==> src/rtl/tcw_pkg.sv <==
// ----------------------------------------------------------------------------
// tcw_pkg
// Field widths, command and byte codes, and shared types of the text console.
// ----------------------------------------------------------------------------
`timescale 1ns / 1ps
`default_nettype none

package tcw_pkg;

    // Item field widths
    localparam int OPCODE_W     = 2;
    localparam int CHAR_W       = 8;
    localparam int ADDR_FIELD_W = 13;
    localparam int CELL_W       = 16;
    localparam int ATTR_W       = 8;
    localparam int CFG_INDEX_W  = 2;
    localparam int MEM_ADDR_W   = 16;

    // Command codes
    localparam logic [OPCODE_W-1:0] OP_WRITE = 2'd0;
    localparam logic [OPCODE_W-1:0] OP_CLEAR = 2'd1;
    localparam logic [OPCODE_W-1:0] OP_READ  = 2'd2;

    // Configuration register indexes
    localparam logic [CFG_INDEX_W-1:0] REG_TEXT_ATTRIBUTE = 2'd0;
    localparam logic [CFG_INDEX_W-1:0] REG_BLANK_CELL     = 2'd1;

    // Register reset values
    localparam logic [ATTR_W-1:0] RESET_ATTRIBUTE = 8'h07;
    localparam logic [CELL_W-1:0] RESET_BLANK     = 16'h0720;

    // Byte codes
    localparam logic [CHAR_W-1:0] CH_NUL = 8'h00;
    localparam logic [CHAR_W-1:0] CH_ENQ = 8'h05;
    localparam logic [CHAR_W-1:0] CH_BEL = 8'h07;
    localparam logic [CHAR_W-1:0] CH_BS  = 8'h08;
    localparam logic [CHAR_W-1:0] CH_TAB = 8'h09;
    localparam logic [CHAR_W-1:0] CH_LF  = 8'h0A;
    localparam logic [CHAR_W-1:0] CH_VT  = 8'h0B;
    localparam logic [CHAR_W-1:0] CH_FF  = 8'h0C;
    localparam logic [CHAR_W-1:0] CH_CR  = 8'h0D;
    localparam logic [CHAR_W-1:0] CH_ESC = 8'h1B;
    localparam logic [CHAR_W-1:0] CH_DEL = 8'h7F;

    // Operation of the shared address unit
    typedef enum logic {
        ADDR_ADD,
        ADDR_SUB
    } addr_op_t;

    // Byte handling classes
    typedef enum logic [2:0] {
        BC_IGNORE,
        BC_BS,
        BC_LF,
        BC_FF,
        BC_CR,
        BC_DEL,
        BC_GLYPH
    } byte_class_t;

    // Video memory write request
    typedef struct packed {
        logic                  en;
        logic [MEM_ADDR_W-1:0] addr;
        logic [CELL_W-1:0]     data;
    } mem_wr_t;

    function automatic byte_class_t classify_byte(input logic [CHAR_W-1:0] ch);
        byte_class_t bc;
        case (ch) inside
            CH_NUL, CH_ENQ, CH_BEL, CH_TAB, CH_VT, CH_ESC: bc = BC_IGNORE;
            CH_BS:   bc = BC_BS;
            CH_LF:   bc = BC_LF;
            CH_FF:   bc = BC_FF;
            CH_CR:   bc = BC_CR;
            CH_DEL:  bc = BC_DEL;
            default: bc = BC_GLYPH;
        endcase
        return bc;
    endfunction

endpackage

`default_nettype wire

==> src/rtl/tcw_addr_unit.sv <==
// ----------------------------------------------------------------------------
// tcw_addr_unit
// Shared cell address adder: add or subtract modulo the video memory size.
// ----------------------------------------------------------------------------
`timescale 1ns / 1ps
`default_nettype none

module tcw_addr_unit #(
    parameter int MEMORY_CELLS = 8192
) (
    input  tcw_pkg::addr_op_t                 op,
    input  logic [$clog2(MEMORY_CELLS)-1:0]   a,
    input  logic [$clog2(MEMORY_CELLS)-1:0]   b,
    output logic [$clog2(MEMORY_CELLS)-1:0]   y
);
    import tcw_pkg::*;

    localparam int AW = $clog2(MEMORY_CELLS);
    localparam logic [AW:0] MOD = (AW+1)'(MEMORY_CELLS);

    logic [AW:0] sum_raw;
    logic [AW:0] sum_wrap;
    logic [AW:0] diff_wrap;

    // Both operands stay below the modulus, so one correction step is enough
    assign sum_raw   = {1'b0, a} + {1'b0, b};
    assign sum_wrap  = (sum_raw >= MOD) ? sum_raw - MOD : sum_raw;
    assign diff_wrap = (a >= b) ? {1'b0, a} - {1'b0, b}
                                : {1'b0, a} + MOD - {1'b0, b};

    always_comb
    begin
        case (op)
            ADDR_ADD: y = sum_wrap[AW-1:0];
            default:  y = diff_wrap[AW-1:0];
        endcase
    end

endmodule

`default_nettype wire

==> config.mk <==
export PLATFORM = sky130hd
export DESIGN_NAME = tcw_addr_unit
export DESIGN_NICKNAME = d
export VERILOG_FILES = /design/src/rtl/tcw_pkg.sv /design/src/rtl/tcw_addr_unit.sv
export SDC_FILE = /design/constraint.sdc
export NUM_CORES = 1
export LEC_CHECK = 0
export BUFFER_PORTS_ARGS = -buffer_cell sky130_fd_sc_hd__buf_2
export CAP_MARGIN = 5
export CORE_MARGIN = 2
export CORE_UTILIZATION = 59
export DETAILED_ROUTE_END_ITERATION = 7
export PLACE_DENSITY = 0.95
export SLEW_MARGIN = 20
export SYNTH_ARGS = -nofsm -noshare
export SYNTH_HDL_FRONTEND = slang
export SYNTH_SLANG_ARGS = --single-unit
==> constraint.sdc <==
create_clock -name vclk -period 6.2
set_clock_uncertainty 0.05 [all_clocks]
set_input_delay 0.62 -clock vclk [all_inputs]
set_output_delay 0.62 -clock vclk [all_outputs]
set_load 0.01 [all_outputs]
* After elaboration in Yosys (flattened, before gate mapping)
Cells that the tools add are included.
W data, S select, Z words.
** Word-level totals
- Bits in writable memories :: 0
- Memory bits (read-only) :: 0
- Output and inout port bits :: 13
- Memories kept :: 0
- Bits of input ports :: 27
- Word-level logic and storage cells :: 10
- Latch bits :: 0
- Bits in registers :: 0
** Operators by class
- $add $sub $neg :: 5
- Shift operators :: 0
- $mul :: 0
- Reduce and logical (&&, ||, !) cells :: 0
- Divide/modulo/power cells :: 0
- Bitwise gates (word level) :: 0
- Multiplexer cells :: 3
- $lt $le $gt $ge :: 2
- Equal/unequal tests :: 0
** Operators by type and width (number)
- $mux W13 :: 3
- $sub A13 B13 Y13 :: 2
- $add A13 B13 Y14 :: 1
- $ge A14 B14 Y1 const B :: 1
- $add A13 B1 Y13 const B :: 1
- $ge A13 B13 Y1 :: 1
- $sub A13 B1 Y13 const B :: 1

* Depth between registers and ports, before layout
- Depth after elaboration :: 4
- Mapped depth :: 8
- Depth with buffers taken out :: 8

* Least setup slack after synthesis
No wires, ideal clock.
- Path type :: input -> output
- From :: in b[9]
- To :: out y[11]
- Slack :: 3178 ps
- Data arrival time :: 2352 ps
- Stages :: 7
- Path buffers :: 1
- Path through :: inv_1 -> ha_1 -> buf_6 -> or4_4 -> a2111oi_2 -> o41ai_1 -> a311oi_1
** On the way
- Word-level cells in the longest chain between the ends :: 4
- Elaborated cells on any way between the ends :: 9
** Ends and longest elaborated chain
- start: declaration :: line tcw_addr_unit.sv:13 : input logic [$clog2(MEMORY_CELLS)-1:0] b,
- $add A13 B13 Y14 :: line tcw_addr_unit.sv:26 : assign sum_raw = {1'b0, a} + {1'b0, b};
- $sub A13 B1 Y13 or $ge A14 B14 Y1 (tied branches) :: line tcw_addr_unit.sv:27 : assign sum_wrap = (sum_raw >= MOD) ? sum_raw - MOD : sum_raw;
- $mux W13 :: line tcw_addr_unit.sv:27
- $mux W13 (*) :: line tcw_addr_unit.sv:33 : case (op)
- end: declaration :: line tcw_addr_unit.sv:14 : output logic [$clog2(MEMORY_CELLS)-1:0] y
Mark *: on every way between the ends. The rest lies on a longest branch, timed or not.

* Worst setup path in the final report
- From :: in a[5]
- To :: out y[10]
** On the way
- Word-level cells in the longest chain between the ends :: 4
- Elaborated cells on any way between the ends :: 10
** Ends and longest elaborated chain
- start: declaration :: line tcw_addr_unit.sv:12 : input logic [$clog2(MEMORY_CELLS)-1:0] a,
- $add A13 B13 Y14 or $add A13 B1 Y13 (tied branches) :: line tcw_addr_unit.sv:26, tcw_addr_unit.sv:29
- $sub A13 B1 Y13 (tied with other cells) :: line tcw_addr_unit.sv:27
- $mux W13, on equally long branches :: line tcw_addr_unit.sv:27, tcw_addr_unit.sv:28
- $mux W13 (*) :: line tcw_addr_unit.sv:33
Marks and branches as above.

==> out/summary.md <==
- initial core utilization: 62.8%
- post-route standard cell area excluding fillers: 0.00143 mm²
- # fillers: 157
- remaining number of nets flagged by the antenna check after routing: 0
- aggregate negative setup slack: 0 ps
- Die Area: 0.00249 mm²
- critical path peak fanout: 11
- antenna diode count: 0
- post-cts gate resize count: 0
- Critical Path Start Type: primary input
- post-synthesis instance area: 0.00124 mm²
- pin count of the biggest net entering global routing: 19
- VDD IR max: 64.1 µV
- most frequent cell after synthesis: sky130_fd_sc_hd__ha_1
- first-pass iteration count of the detailed router: 4
- Post-CTS Hold Buffers: 0
- Final Net Count: 259
- setup-violating endpoint count in the final report: 0
- Mapped Cells: 173
- leakage power total: 0.706 nW
- total track usage: 26.9%
- Synthesis Warnings: 0
- Setup Fix Bufs, Post-CTS: 0
- post-synthesis area per instance: 7.19 µm²
- endpoint with the worst hold slack: y[0]
- highest attainable clock frequency: 297 MHz
- class of the tightest hold or removal check: primary input to primary output
- share of post-route cells with drive strength above 1: 23.5%
- CP Capture Type: primary output
- WL/cell: 14.2 µm
- post-layout minimum cycle time: 3370 ps
- Die Height: 49.9 µm
- hold path cells: 4
- sequential-to-total area share from yosys stat: 0%
- Area Overhead vs Synth: 15.2%
- count of unresolved DRC violations after routing: 0
- total of clock buffers placed in the layout: 0
- library cell with the largest summed area after synthesis: sky130_fd_sc_hd__ha_1
- GRT Residual Overflow: 0
- unique cell type count in the Yosys netlist: 47
- CP cell instances: buf_2, ha_1, or4_1, a211oi_1, a211oi_1, a221oi_2, xnor2_1, buf_2
- width of the die: 49.9 µm
- Tot Pwr: 0.148 mW
- multi-input gate area in the final layout: 0.00112 mm²
- standard cell area after detailed placement: 0.00143 mm²
- number of cell rows: 16
- status: completed
- post-detailed-routing wire length: 3.28 mm
- Hold Fails Final Rpt: 0
- number of global-route vias before repair: 1304
- placeable core region: 0.00198 mm²
- CP Data Arrival Time: 2700 ps
- area share of the largest cell type after synthesis: 24.1%
- cell with the biggest individual delay on the critical path: sky130_fd_sc_hd__or4_1
- wire length of the first global-routing pass: 5.50 mm
- number of sequential storage elements: 0
- CP required: 5530 ps
- number of antenna violations at the first check in global routing: 0
- # port buffers: 40
- net count of the mapped netlist: 226
- Routability Congestion: 0.902
- worst relative slew slack: 68.6%
- final number of max-transition violations: 0
- category of the critical setup timing path: primary input to primary output
- list of most frequent post-synthesis cells: sky130_fd_sc_hd__ha_1, sky130_fd_sc_hd__inv_1, sky130_fd_sc_hd__a21oi_1
- power per cell area: 103 mW/mm²
- Worst path max stage delay: 570 ps
- area taken by flip-flops and latches: 0 µm²
- max-cap violations: 0
- ratio of final minimum period to clock period: 54.4%
- cells taking the most area after synthesis: sky130_fd_sc_hd__ha_1, sky130_fd_sc_hd__a21oi_1, sky130_fd_sc_hd__inv_1
- DP Wirelength: 2.68 mm
- detailed-route via count: 1424
- number of primary I/O pins: 40
- Worst Hold Launch: b[0]
- transition time at the pin with the least slew margin: 471 ps
- via-per-instance ratio: 6.16
- setup repair after global routing missed its margin: no
- Iteration-0 DRC Markers: 77
==> layout by cell type, fill, tap and decap left out, drive strengths merged, types with 3 or more instances in the layout <==
| master | n |
|---|---|
| a211oi | 5 |
| a21oi | 17 |
| a221oi | 3 |
| and3 | 3 |
| buf | 40 |
| ha | 24 |
| inv | 22 |
| nand2 | 7 |
| nand2b | 3 |
| nand3 | 5 |
| nor2 | 9 |
| nor2b | 4 |
| nor3 | 6 |
| o21ai | 10 |
| or4 | 4 |
| xnor2 | 8 |
| xor2 | 3 |
==> per-stage QoR <==
stage          setup WS, ps  cells  hold slack (ps)  utilization [%]
2_1_floorplan          3180    173             1340                -
3_3_place_gp           2880    231             1540             72.3
3_5_place_dp           2850    231             1560             72.3
4_1_cts                2840    231             1560             72.3
5_1_grt                2730    231             1570             72.3
6_report               2830    231             1550             72.3
==> critical path: cells and delay by family <==
kind,cells,cell delay (ps)
AOI/OAI and AO/OA,3,640
xor gates and xnor gates,1,150
adders and majority gates,1,450
buffers and inverters,2,270
and+or+nand+nor,1,570
==> layout make-up <==
type / count / share of cell area (%)
Multi-Input combinational cell: 142 / 77.9
Timing Repair Buffer: 40 / 14.0
Inverter: 22 / 5.76
Tap cell: 27 / 2.36
==> worst max-delay path by stage <==
stage,from,end,depth (start not counted)
floorplan,b[9],y[11],7
global placement,a[5],y[10],8
detailed placement,a[5],y[10],8
CTS,a[5],y[10],8
global route,b[6],y[10],9
finish,a[5],y[10],8
==> power breakdown <==
| part | internal (mW) | switching [mW] | leakage [nW] | total [mW] |
|---|---|---|---|---|
| Clock | 0 | 0 | 0 | 0 |
| Combinational | 0.0626 | 0.0850 | 0.706 | 0.148 |
| Sequential | 0 | 0 | 0 | 0 |
| Total | 0.0626 | 0.0850 | 0.706 | 0.148 |
==> cell families after synthesis <==
kind of cell,Yosys count,synth area share (%)
compound gates,59,34.7
mux,1,0.805
buf+inv,31,10.3
fa+ha+maj,26,27.4
xor+xnor,11,7.75
simple gates,45,19.1
==> layer usage <==
metal	global-route usage, %	part of all wire [%]
met1	36.5	42
met4	7.87	3.1
met5	0	0
met3	0.909	7.2
met2	45.8	47
No activity file was read; power rests on OpenSTA's default activity.
